==> config.mk <==
export PLATFORM = sky130hd
export DESIGN_NAME = bus_telegram_receiver_core
export DESIGN_NICKNAME = d
export VERILOG_FILES = /design/src/rtl/btr_pkg.sv /design/src/rtl/btr_frame_state.sv /design/src/rtl/btr_classify.sv /design/src/rtl/bus_telegram_receiver_core.sv
export SDC_FILE = /design/constraint.sdc
export NUM_CORES = 1
export LEC_CHECK = 0
export BUFFER_PORTS_ARGS = -buffer_cell sky130_fd_sc_hd__buf_4
export CORE_MARGIN = 10
export CORE_UTILIZATION = 42
export CTS_BUF_LIST = sky130_fd_sc_hd__clkbuf_16
export DETAILED_ROUTE_END_ITERATION = 7
export PLACE_DENSITY = 0.63
export SYNTH_ARGS = -nofsm -noshare
export SYNTH_HDL_FRONTEND = slang
export SYNTH_HIERARCHICAL = 1
export SYNTH_SLANG_ARGS = --single-unit
==> constraint.sdc <==
create_clock -name clk -period 8.1 [get_ports clk]
set_input_delay 1.62 -clock clk [delete_from_list [all_inputs] [get_ports clk]]
set_output_delay 1.62 -clock clk [all_outputs]
set_load 0.01 [all_outputs]
==> src/rtl/btr_pkg.sv <==
// ============================================================================
// btr_pkg - shared types and constants of the bus telegram receiver
// Frame classes, reply codes, register indexes and the frame info record.
// ============================================================================
`default_nettype none

package btr_pkg;

    localparam int          HDR_LEN  = 5;
    localparam logic [7:0]  CRC_POLY = 8'h19;
    localparam logic [7:0]  POLL_BIT = 8'h80;
    localparam logic [7:0]  LEN_MAX  = 8'hFF;

    // configuration register indexes
    localparam logic [1:0]  CFG_OWN_ID       = 2'd0;
    localparam logic [1:0]  CFG_POLL_ENABLE  = 2'd1;
    localparam logic [1:0]  CFG_BROADCAST_ID = 2'd2;

    localparam logic [6:0]  OWN_ID_RESET       = 7'd11;
    localparam logic        POLL_ENABLE_RESET  = 1'b0;
    localparam logic [7:0]  BROADCAST_ID_RESET = 8'd0;

    typedef enum logic [2:0] {
        KIND_POLL_US   = 3'd0,
        KIND_SINGLE    = 3'd1,
        KIND_NOISE     = 3'd2,
        KIND_CRC_ERR   = 3'd3,
        KIND_TO_US     = 3'd4,
        KIND_BROADCAST = 3'd5,
        KIND_OTHER     = 3'd6
    } frame_kind_t;

    typedef enum logic [1:0] {
        REPLY_NONE     = 2'd0,
        REPLY_POLL_ACK = 2'd1,
        REPLY_SEND_TX  = 2'd2
    } reply_t;

    // frame view at the current byte: count including it, CRC before it,
    // header bytes with unreceived ones forced to zero
    typedef struct packed {
        logic [7:0]         length;
        logic [7:0]         crc;
        logic [4:0][7:0]    hdr;
    } frame_info_t;

    function automatic logic [7:0] crc_step(input logic [7:0] crc, input logic [7:0] b);
        logic [7:0] s;
        s = {crc[6:0], 1'b0};
        if (crc[7])
        begin
            s = s ^ CRC_POLY;
        end
        return s ^ b;
    endfunction

endpackage

`default_nettype wire

==> src/rtl/btr_frame_state.sv <==
// ============================================================================
// btr_frame_state - per-frame running state
// Holds running CRC, saturating byte count and captured header bytes.
// ============================================================================
`default_nettype none

module btr_frame_state (
    input  wire logic               clk,
    input  wire logic               rst_n,
    input  wire logic               step,
    input  wire logic [7:0]         rx_byte,
    input  wire logic               last_byte,
    output btr_pkg::frame_info_t    info
);

    logic [7:0] crc_reg;
    logic [7:0] crc_next;
    logic [7:0] count_reg;
    logic [7:0] count_next;
    logic [7:0] length;
    logic [7:0] hdr_reg [btr_pkg::HDR_LEN];
    logic       hdr_wr;

    assign length = (count_reg == btr_pkg::LEN_MAX) ? count_reg : count_reg + 8'd1;
    assign hdr_wr = step && (count_reg < 8'(btr_pkg::HDR_LEN));

    always_comb
    begin
        crc_next   = crc_reg;
        count_next = count_reg;
        if (step)
        begin
            if (last_byte)
            begin
                crc_next   = 8'd0;
                count_next = 8'd0;
            end
            else
            begin
                crc_next   = btr_pkg::crc_step(crc_reg, rx_byte);
                count_next = length;
            end
        end
    end

    always_ff @(posedge clk or negedge rst_n)
    begin
        if (!rst_n)
        begin
            crc_reg   <= 8'd0;
            count_reg <= 8'd0;
        end
        else
        begin
            crc_reg   <= crc_next;
            count_reg <= count_next;
        end
    end

    // header store, no reset: entries above the count are masked below
    always_ff @(posedge clk)
    begin
        if (hdr_wr)
        begin
            hdr_reg[count_reg[2:0]] <= rx_byte;
        end
    end

    always_comb
    begin
        info.length = length;
        info.crc    = crc_reg;
        for (int i = 0; i < btr_pkg::HDR_LEN; i++)
        begin
            if (count_reg == 8'(i))
            begin
                info.hdr[i] = rx_byte;
            end
            else if (8'(i) < count_reg)
            begin
                info.hdr[i] = hdr_reg[i];
            end
            else
            begin
                info.hdr[i] = 8'd0;
            end
        end
    end

endmodule

`default_nettype wire

==> src/rtl/btr_classify.sv <==
// ============================================================================
// btr_classify - frame classification at the closing byte
// Picks frame class and reply from length, CRC check and addresses.
// ============================================================================
`default_nettype none

module btr_classify (
    input  wire btr_pkg::frame_info_t   info,
    input  wire logic [7:0]             rx_byte,
    input  wire logic                   tx_pending,
    input  wire logic [6:0]             own_id,
    input  wire logic                   poll_enable,
    input  wire logic [7:0]             broadcast_id,
    output btr_pkg::frame_kind_t        kind,
    output btr_pkg::reply_t             reply
);

    always_comb
    begin
        reply = btr_pkg::REPLY_NONE;
        priority if (info.length == 8'd1)
        begin
            if (rx_byte == ({1'b0, own_id} | btr_pkg::POLL_BIT))
            begin
                kind = btr_pkg::KIND_POLL_US;
                if (tx_pending)
                begin
                    reply = btr_pkg::REPLY_SEND_TX;
                end
                else if (poll_enable)
                begin
                    reply = btr_pkg::REPLY_POLL_ACK;
                end
            end
            else
            begin
                kind = btr_pkg::KIND_SINGLE;
            end
        end
        else if (info.length < 8'(btr_pkg::HDR_LEN))
        begin
            kind = btr_pkg::KIND_NOISE;
        end
        else if (rx_byte != info.crc)
        begin
            kind = btr_pkg::KIND_CRC_ERR;
        end
        else if (info.hdr[1] == {1'b0, own_id})
        begin
            kind  = btr_pkg::KIND_TO_US;
            reply = btr_pkg::REPLY_POLL_ACK;
        end
        else if (info.hdr[1] == broadcast_id)
        begin
            kind = btr_pkg::KIND_BROADCAST;
        end
        else
        begin
            kind = btr_pkg::KIND_OTHER;
        end
    end

endmodule

`default_nettype wire

==> src/rtl/bus_telegram_receiver_core.sv <==
// ============================================================================
// bus_telegram_receiver_core - heating-bus telegram receive front end
// Byte stream in, one classified frame record out per closing byte.
// ============================================================================
// Path: a closing byte passes the input register, then the result register.
// Throughput: one byte per cycle; the input register advances whenever the
//   result register is free or being drained; only a closing byte waits on the single output slot.
// Reset: rst_n clears CRC, byte count, error total and both valid flags, and
//   loads own_id = 11, poll_enable = 0, broadcast_id = 0.
`default_nettype none

module bus_telegram_receiver_core (
    input  wire logic           clk,
    input  wire logic           rst_n,
    // byte stream in
    input  wire logic           s_tvalid,
    output logic                s_tready,
    input  wire logic [15:0]    s_tdata,   // [7:0] rx_byte, [8] tx_pending, zero pad
    input  wire logic           s_tlast,   // last_byte
    // frame records out
    output logic                m_tvalid,
    input  wire logic           m_tready,
    output logic [71:0]         m_tdata,   // [6:0] src_id, [14:7] dest_id,
                                           // [22:15] msg_type, [30:23] msg_offset,
                                           // [38:31] first_data, [46:39] frame_length,
                                           // [48:47] reply, [64:49] crc_error_count,
                                           // zero pad
    output logic [2:0]          m_tuser,   // frame_kind
    // register writes
    input  wire logic           cfg_valid,
    output logic                cfg_ready,
    input  wire logic [1:0]     cfg_index,
    input  wire logic [7:0]     cfg_data
);

    // ------------------------------------------------------------------
    // configuration registers; always ready, unknown indexes dropped
    // ------------------------------------------------------------------
    logic [6:0] own_id_reg;
    logic       poll_enable_reg;
    logic [7:0] broadcast_id_reg;
    logic       cfg_wr;

    assign cfg_ready = 1'b1;
    assign cfg_wr    = cfg_valid && cfg_ready;

    always_ff @(posedge clk or negedge rst_n)
    begin
        if (!rst_n)
        begin
            own_id_reg       <= btr_pkg::OWN_ID_RESET;
            poll_enable_reg  <= btr_pkg::POLL_ENABLE_RESET;
            broadcast_id_reg <= btr_pkg::BROADCAST_ID_RESET;
        end
        else if (cfg_wr)
        begin
            if (cfg_index == btr_pkg::CFG_OWN_ID)
            begin
                own_id_reg <= cfg_data[6:0];
            end
            if (cfg_index == btr_pkg::CFG_POLL_ENABLE)
            begin
                poll_enable_reg <= cfg_data[0];
            end
            if (cfg_index == btr_pkg::CFG_BROADCAST_ID)
            begin
                broadcast_id_reg <= cfg_data;
            end
        end
    end

    // ------------------------------------------------------------------
    // input register
    // A non-closing byte never needs the result slot, so it always moves
    // on; a closing byte waits until the result register can take it.
    // ------------------------------------------------------------------
    logic       in_valid_reg;
    logic [7:0] in_byte_reg;
    logic       in_last_reg;
    logic       in_pending_reg;
    logic       out_valid_reg;
    logic       in_adv;
    logic       in_step;
    logic       in_xfer;
    logic       load_result;

    assign in_adv      = !in_last_reg || !out_valid_reg || m_tready;
    assign in_step     = in_valid_reg && in_adv;
    assign s_tready    = !in_valid_reg || in_adv;
    assign in_xfer     = s_tvalid && s_tready;
    assign load_result = in_step && in_last_reg;

    always_ff @(posedge clk or negedge rst_n)
    begin
        if (!rst_n)
        begin
            in_valid_reg <= 1'b0;
        end
        else if (s_tready)
        begin
            in_valid_reg <= s_tvalid;
        end
    end

    always_ff @(posedge clk)
    begin
        if (in_xfer)
        begin
            in_byte_reg    <= s_tdata[7:0];
            in_pending_reg <= s_tdata[8];
            in_last_reg    <= s_tlast;
        end
    end

    // ------------------------------------------------------------------
    // frame state and classification
    // ------------------------------------------------------------------
    btr_pkg::frame_info_t   info;
    btr_pkg::frame_kind_t   kind;
    btr_pkg::reply_t        reply;

    btr_frame_state u_state (
        .clk       (clk),
        .rst_n     (rst_n),
        .step      (in_step),
        .rx_byte   (in_byte_reg),
        .last_byte (in_last_reg),
        .info      (info)
    );

    btr_classify u_classify (
        .info         (info),
        .rx_byte      (in_byte_reg),
        .tx_pending   (in_pending_reg),
        .own_id       (own_id_reg),
        .poll_enable  (poll_enable_reg),
        .broadcast_id (broadcast_id_reg),
        .kind         (kind),
        .reply        (reply)
    );

    // bad CRC total, wraps at 16 bits
    logic [15:0] bad_crc_reg;
    logic [15:0] bad_crc_next;

    assign bad_crc_next = (load_result && (kind == btr_pkg::KIND_CRC_ERR))
                        ? bad_crc_reg + 16'd1 : bad_crc_reg;

    always_ff @(posedge clk or negedge rst_n)
    begin
        if (!rst_n)
        begin
            bad_crc_reg <= 16'd0;
        end
        else
        begin
            bad_crc_reg <= bad_crc_next;
        end
    end

    // ------------------------------------------------------------------
    // result register
    // ------------------------------------------------------------------
    logic [71:0]            out_data_reg;
    btr_pkg::frame_kind_t   out_kind_reg;
    logic                   out_valid_next;

    always_comb
    begin
        out_valid_next = out_valid_reg;
        if (load_result)
        begin
            out_valid_next = 1'b1;
        end
        else if (m_tready)
        begin
            out_valid_next = 1'b0;
        end
    end

    always_ff @(posedge clk or negedge rst_n)
    begin
        if (!rst_n)
        begin
            out_valid_reg <= 1'b0;
        end
        else
        begin
            out_valid_reg <= out_valid_next;
        end
    end

    always_ff @(posedge clk)
    begin
        if (load_result)
        begin
            out_kind_reg <= kind;
            out_data_reg <= {7'd0, bad_crc_next, reply, info.length,
                             info.hdr[4], info.hdr[3], info.hdr[2], info.hdr[1],
                             info.hdr[0][6:0]};
        end
    end

    assign m_tvalid = out_valid_reg;
    assign m_tdata  = out_data_reg;
    assign m_tuser  = out_kind_reg;

    // ------------------------------------------------------------------
    // assertions
    // ------------------------------------------------------------------
    a_poll_single_byte: assert property (@(posedge clk) disable iff (!rst_n)
        (m_tvalid && (m_tuser == btr_pkg::KIND_POLL_US)) |-> (m_tdata[46:39] == 8'd1))
        else $error("poll result with frame length other than one");

    a_reply_kind: assert property (@(posedge clk) disable iff (!rst_n)
        (m_tvalid && (m_tdata[48:47] != btr_pkg::REPLY_NONE)) |->
        ((m_tuser == btr_pkg::KIND_POLL_US) || (m_tuser == btr_pkg::KIND_TO_US)))
        else $error("reply requested for a frame class that takes none");

    a_crc_count: assert property (@(posedge clk) disable iff (!rst_n)
        (load_result && (kind == btr_pkg::KIND_CRC_ERR)) |=>
        (bad_crc_reg == $past(bad_crc_reg) + 16'd1))
        else $error("CRC error total not advanced on a CRC error frame");

    a_no_overrun: assert property (@(posedge clk) disable iff (!rst_n)
        (out_valid_reg && !m_tready) |-> !load_result)
        else $error("result register overwritten while waiting");

    a_frame_restart: assert property (@(posedge clk) disable iff (!rst_n)
        load_result |=> (u_state.info.length == 8'd1))
        else $error("byte count not cleared after a closing byte");

endmodule

`default_nettype wire
Word-level counts from Yosys, hierarchy flattened:

Memories as Yosys holds them, arrays and structs flattened.
Cells that the tools add are included.
Widths: inputs -> output; s select.

* logic and storage cells: 89
* memories: 1
* output and inout bits: 78
* RAM bits: 40
* flip-flop bits (word level): 128
* bits of input ports: 32

* bitwise logic cells: 2
* muxes and demuxes: 34
* order comparisons: 7
* eq/ne operators: 13
* reductions and logical operators: 17
* $add $sub $neg: 2

Memories
* u_state.hdr_reg: depth 5, width 8, rd ports 5, clocked after memory_dff 0, wr ports 1, RTL line btr_frame_state.sv:21 `logic [7:0] hdr_reg [btr_pkg::HDR_LEN];`

Operator list (count)
* $mux 8: 13
* $add 16x1->16 const B: 1
* $eq 8x1->1 const B: 2
* $eq 8x2->1 const B: 2
* $eq 8x8->1: 2
* $lt 1x8->1 const A: 2
* $lt 2x8->1 const A: 2
* $lt 8x3->1 const B: 2
* $mux 16: 1
* $mux 7: 2
* $mux 2: 6
* $mux 3: 4
* $add 8x1->8 const B: 1
* $eq 8x3->1 const B: 1
* $eq 8x7->1: 1
* $eq 8x8->1 const B: 1
* $logic_not 8->1: 1
* $lt 3x8->1 const A: 1
* $ne 8x8->1: 1
* $xor 8x8->8: 1
* $mux 1: 7
* $reduce_and 2->1: 3
* $logic_and 1x1->1: 5
* $mux 5: 1
* other kinds (8): 12

Logic depth before layout (Yosys ltp):

Gate-level depths: netlist of run 1.

* word-level depth: 12
* depth in mapped cells: 15

Cells and area by module:

Netlist of run 1, hierarchy kept.

By module, submodules not included
* bus_telegram_receiver_core: cells an instance 197, area each 3881.2 um2, sequential area each 3196.8 um2, instances 1
* btr_frame_state: cells an instance 259, area each 2944.1 um2, sequential area each 1601.5 um2, instances 1
* btr_classify: cells an instance 61, area each 424.2 um2, sequential area each 0.0 um2, instances 1

Least setup slack after synthesis of run 1:

No wires, ideal clock.

* path kind: input -> register
* start: in m_tready
* end: reg out_data_reg[0], in the netlist m_tdata[0] (enable)
* cell stages on the path: 3
* path buffers: 1
* required time: 7.605 ns
* slack: 2.966 ns
* data arrival time: 4.639 ns
* cells stage by stage: nor2b_1 buf_6 nor2_1

* longest elaborated chain between the ends: 3

Ends and longest elaborated chain
* from (decl): RTL line bus_telegram_receiver_core.sv:22 `input wire logic m_tready,`
* $logic_or 1x1->1: RTL line bus_telegram_receiver_core.sv:87 `assign in_adv = !in_last_reg || !out_valid_reg || m_tready;`
* $logic_and 1x1->1: RTL line bus_telegram_receiver_core.sv:88 `assign in_step = in_valid_reg && in_adv;`
* $logic_and 1x1->1: RTL line bus_telegram_receiver_core.sv:91 `assign load_result = in_step && in_last_reg;`
* via load_result: RTL line bus_telegram_receiver_core.sv:85 `logic load_result;`
* to (signal assigned): RTL line bus_telegram_receiver_core.sv:198 `out_data_reg <= {7'd0, bad_crc_next, reply, info.length,`
* to (decl): RTL line bus_telegram_receiver_core.sv:164 `logic [71:0] out_data_reg;`

The timed path passes the listed nets, and every way through them passes these cells.
A chain may end at the register's enable or synchronous reset.

==> results of run 1 <==
## how the worst max path moves through the flow
stage,startpoint,endpoint,slack (ns)
final,u_state/count_reg[3],m_tdata[61],3.50
after CTS,u_state/count_reg[3],m_tdata[61],3.57
after global placement,u_state/count_reg[3],m_tdata[64],3.63
after detailed placement,u_state/count_reg[3],m_tdata[59],3.64
after floorplan,m_tready,m_tdata[0],2.97
after global routing,u_state/count_reg[3],m_tdata[58],3.21
## layer usage
layer / part of all wire (%) / up-vias / track usage (%)
met5: 0 / - / 0
met4: 1.6 / 0 / 5.44
met3: 6.0 / 18 / 4.53
met2: 49 / 115 / 21.8
met1: 44 / 2127 / 16.8
li1: - / 2072 / -
## area by class of cell
class / instances / area [um2] / area share (%)
Timing Repair Buffer: 97 / 728 / 8.37
Tap cell: 220 / 275 / 3.16
Inverter: 27 / 101 / 1.16
Sequential cell: 167 / 4770 / 54.8
Clock buffer: 18 / 450 / 5.18
Multi-Input combinational cell: 298 / 2200 / 25.2
Clock inverter: 14 / 181 / 2.09
## power by group through the flow
stage	Combinational, uW	Clock, uW	Sequential, uW
after floorplan	407	0	1150
after global placement	547	0	1160
after detailed placement	559	0	1170
after CTS	563	875	1150
after global routing	610	909	1170
final	556	855	1150
## stage by stage
stage	hold WS, ns	worst slack [ns]	cells	total power, uW
floorplan	0.439	2.97	521	1560
detailed placement	0.467	3.64	809	1730
global placement	0.461	3.63	809	1710
CTS	0.476	3.57	841	2590
global route	0.501	3.21	841	2680
finish	0.472	3.50	841	2560
## layout by cell type (no fill, tap or decap), drive strengths merged, types with 7 or more instances in the layout
cell	count
and3	8
nor2	9
nor4	10
a21oi	8
xor2	26
nand3	13
a32o	9
mux2	25
dfrtp	47
mux2i	16
clkinv	7
xnor2	31
nand4	10
clkbuf	18
inv	30
o31ai	11
edfxtp	117
buf	97
conb	8
nand2	39
o21ai	16
nor3	9
## worst register-to-register path: stages (launching register included)
cell	delay (ns)
dfrtp_1	0.48
nor4_1	0.61
nand4_1	0.65
mux2i_1	0.62
xnor2_1	0.18
nand4_1	0.19
nor2_1	0.15
a21oi_1	0.08
o21ai_0	0.35
and4b_1	0.33
and4_1	0.38
nand3_1	0.15
xnor2_1	0.18
==> results.cfg, run 1 <==
[sta]
relSlewSlack_pct = 24.7
tns_ns = 0
final_max_slew_viol_count = 0
finalSetupViolCount = 0
final.setup_skew_ns = 0.00651
finalHoldViolations = 0
min_period_ns = 4.60
finalCritPeriodShare_pct = 56.8
rsz0062_at_grt = no
fmax_mhz = 217
worst_pin_slew_ns = 1.12

[clock_network]
cts_buffer_depth = 2
clock-sinks = 167
cts_buffers = 17
cts_tree = done
root_buffer = clkbuf_16
holdBufCountCts = 0
clk_latency_ns = 0.43
htreeDepth = 4
cts_resized = 0
post_cts_buffers = 0
clk_transition_reported_paths_ns = 0.06

[routing]
drt_iter0_markers = 305
viasPerCell = 5.15
routed-via-count = 4332
routedWlPerCell_um = 17.9
ant_nets = 0
drc_errors = 0
wl_mm = 15.0
drtPass1Iterations = 4

[power]
pwr-share-clk_pct = 33.4
comb_power_share_pct = 21.7
netSwitchingFraction_pct = 28.2
sequentialPowerShare_pct = 44.9
power_density_nw_per_um2 = 294
irDropWorstVdd_mv = 0.161
p_switching_uw = 723
p_int_uw = 1840
p_leak_uw = 0.00341

[hold_path]
holdPathEnd = bad_crc_reg[15]
hp-class = reg2reg
worstHoldStart = bad_crc_reg[15]
holdPathStages = 1

[worst_setup_path]
cpMaxStageDelayCell = nand4_1
r2r_setup_slack_ns = 3.50
endpoint_kind = flop
required_ns = 8.27
crit_chain = nor4_1, nand4_1, mux2i_1, xnor2_1, nand4_1, nor2_1, a21oi_1, o21ai_0, and4b_1, and4_1, nand3_1, xnor2_1
worst-path-buf-inv = 0
cp_top_family = simple AND/OR/NAND/NOR gates
path_depth = 12
r2r-end = m_tdata[61]
criticalPathCategory = reg2reg
crit_path_max_incr_delay_ns = 0.65
worstSetupStartpointType = flop
reg2reg_from = u_state/count_reg[3]
cp_data_arrival_time_ns = 4.77
rr_worst_depth = 12
cp_max_fo = 11

[global_route]
grt_max_degree = 51
grt_first_pass_wirelength_mm = 24.2
gr-total-overflow = 0
grt_pass1_vias = 4481
antenna_found_initial = 0
grt_usage_pct = 13.7

[floorplanning]
io_pins = 110
dieArea_um2 = 22800
coreArea_um2 = 16700
chipWidth_um = 151
start_util_pct = 43.2
die-height_um = 151
rows = 47

[finish]
syn2layout_area_growth_pct = 20.7
insertedDiodeCount = 0
nNetsFinal = 644
final_core_util_pct = 52.1
largest_register_ffs = 65
drive_above_1_share_pct = 26.6
stdcell_area_um2 = 8700
nFillCells = 1458

[synthesis]
synth_cells = 515
synthesis.area_um2 = 7210
syn_avg_cell_area_um2 = 14.0
yosysWarnings = 6

[flow_run]
max_cap_viol_count = 0

[placement]
hpwlAfterDp_mm = 10.4
place.gp.congestion = 0.821
placed_area_um2 = 8070
io_buffer_count = 94

[status]
status = finished clean
(Power assumes the default switching activity.)
==> run 2, diff against run 1 <==
--- a/config.mk
+++ b/config.mk
@@ -10,7 +10,7 @@
 export CORE_UTILIZATION = 42
 export CTS_BUF_LIST = sky130_fd_sc_hd__clkbuf_16
 export DETAILED_ROUTE_END_ITERATION = 7
-export PLACE_DENSITY = 0.63
+export PLACE_DENSITY = 0.65
 export SYNTH_ARGS = -nofsm -noshare
 export SYNTH_HDL_FRONTEND = slang
 export SYNTH_HIERARCHICAL = 1
==> constraint.sdc (replaced) <==
create_clock -name clk -period 4.05 [get_ports clk]
set_input_delay 0.81 -clock clk [delete_from_list [all_inputs] [get_ports clk]]
set_output_delay 0.81 -clock clk [all_outputs]
set_load 0.01 [all_outputs]
==> results.cfg, run 2 (synthesis gave the netlist of run 1 again) <==
[sta]
final_max_slew_viol_count = 0
fmax_mhz = 264
rsz0062_at_grt = no
final.setup_skew_ns = 0.00889
finalSetupViolCount = 0
tns_ns = 0
relSlewSlack_pct = 36.2
finalCritPeriodShare_pct = 93.6
min_period_ns = 3.79
finalHoldViolations = 0
worst_pin_slew_ns = 0.954
final.setup.worst_slack_ns = 0.259

[power]
netSwitchingFraction_pct = 28.5
total_power_uw = 5140
p_switching_uw = 1460
power_density_nw_per_um2 = 580
p_leak_uw = 0.00350
sequentialPowerShare_pct = 43.9
comb_power_share_pct = 24.0
pwr-share-clk_pct = 32.0
irDropWorstVdd_mv = 0.333
p_int_uw = 3670

[finish]
mostFrequentLayoutCells = edfxtp_1 (117), buf_4 (117), dfrtp_1 (47)
drive_above_1_share_pct = 29.6
nNetsFinal = 664
stdcell_area_um2 = 8850
largest_register_ffs = 65
stdcell_count = 861
insertedDiodeCount = 0
syn2layout_area_growth_pct = 22.7
nFillCells = 1423

[floorplanning]
start_util_pct = 43.2
chipWidth_um = 151
dieArea_um2 = 22800
coreArea_um2 = 16700
io_pins = 110
rows = 47
die-height_um = 151

[placement]
io_buffer_count = 94
placed_area_um2 = 8220
post-place-ws_ns = 0.229
placedCellCount = 829
place.gp.congestion = 0.824
hpwlAfterDp_mm = 10.9

[clock_network]
holdBufCountCts = 0
cts_buffer_depth = 2
root_buffer = clkbuf_16
htreeDepth = 4
clock-sinks = 167
cts_buffers = 17
cts_tree = done
cts_resized = 0
post_cts_buffers = 0
clk_latency_ns = 0.42
clk_transition_reported_paths_ns = 0.06

[global_route]
gr-total-overflow = 0
grt_pass1_vias = 4579
grt_usage_pct = 14.0
antenna_found_initial = 0
grt_first_pass_wirelength_mm = 24.8
grt_max_degree = 51

[worst_setup_path]
endpoint_kind = flop
cp_data_arrival_time_ns = 3.95
worstSetupStartpointType = flop
reg2reg_from = u_state/count_reg[1]
cp_max_fo = 10
required_ns = 4.21
startpoint = u_state/count_reg[1]
rr_worst_depth = 12
criticalPathCategory = reg2reg

[routing]
routed-via-count = 4487
wl_met1_mm = 6.81
drc_errors = 0
top_layer = met4
drtPass1Iterations = 8
wl_mm = 15.7
drt_iter0_markers = 301
met2_wirelength_mm = 7.58
wl_met3_mm = 1.04
viasPerCell = 5.21
routedWlPerCell_um = 18.2
ant_nets = 0

[status]
status = finished clean

[flow_run]
max_cap_viol_count = 0

[hold_path]
hp-class = in2async
==> run 2: cell count changes in the layout (fill, tap and decap cells not counted) <==
cell,previous run,this run
buf_4,97,117
mux2i_1,16,12
mux2i_2,0,4
bufinv_16,4,3
clkinv_2,1,2
clkinv_4,4,3
inv_6,0,1
nor4_1,10,9
nor4_2,0,1
==> run 2: power by group through the flow <==
stage	Combinational (uW)	Sequential (uW)	Clock [uW]
2_1_floorplan	814	2300	0
3_3_place_gp	1190	2280	0
3_5_place_dp	1220	2290	0
4_1_cts	1220	2260	1680
5_1_grt	1360	2280	1750
6_report	1230	2260	1650
==> run 2: worst paths after layout <==
path / end / slack, ns
setup / recovery: m_tdata[60] / 0.26
setup reg to reg: m_tdata[60] / 0.26
hold / removal: bad_crc_reg[1] / 0.43
max in group asynchronous: u_state/crc_reg[0] / 3.18
hold reg to reg: bad_crc_reg[15] / 0.48
min in group clk: bad_crc_reg[15] / 0.48
==> run 2: cell type report <==
| type | count | area, um2 | area share [%] |
|---|---|---|---|
| Timing Repair Buffer | 117 | 878 | 9.93 |
| Clock buffer | 18 | 450 | 5.09 |
| Inverter | 27 | 101 | 1.15 |
| Multi-Input combinational cell | 298 | 2220 | 25.1 |
| Clock inverter | 14 | 156 | 1.77 |
| Sequential cell | 167 | 4770 | 53.9 |
| Tap cell | 220 | 275 | 3.11 |
==> run 2: layer usage <==
| metal | track usage (%) | up-vias |
|---|---|---|
| li1 | - | 2111 |
| met2 | 22.0 | 153 |
| met1 | 17.7 | 2207 |
| met4 | 4.91 | 0 |
| met3 | 4.59 | 16 |
| met5 | 0 | - |
==> run 2: worst max-delay path, stage by stage, from the launching register on <==
cell	delay (ns)
dfrtp_1	0.49
ha_1	0.25
and4_2	0.32
nand2_1	0.24
o21ai_0	0.19
nor4_2	0.40
and3_1	0.27
nor2_1	0.09
a21oi_1	0.22
and4b_1	0.29
and4_1	0.39
nand4_1	0.17
xnor2_1	0.17
==> run 2: stage by stage <==
| stage | hold WS, ns | utilization (%) |
|---|---|---|
| after floorplan | 0.439 | - |
| after detailed placement | 0.468 | 49.2 |
| final | 0.430 | 53.0 |
| after CTS | 0.443 | 52.8 |
| after global routing | 0.477 | 53.0 |
| after global placement | 0.458 | 49.2 |
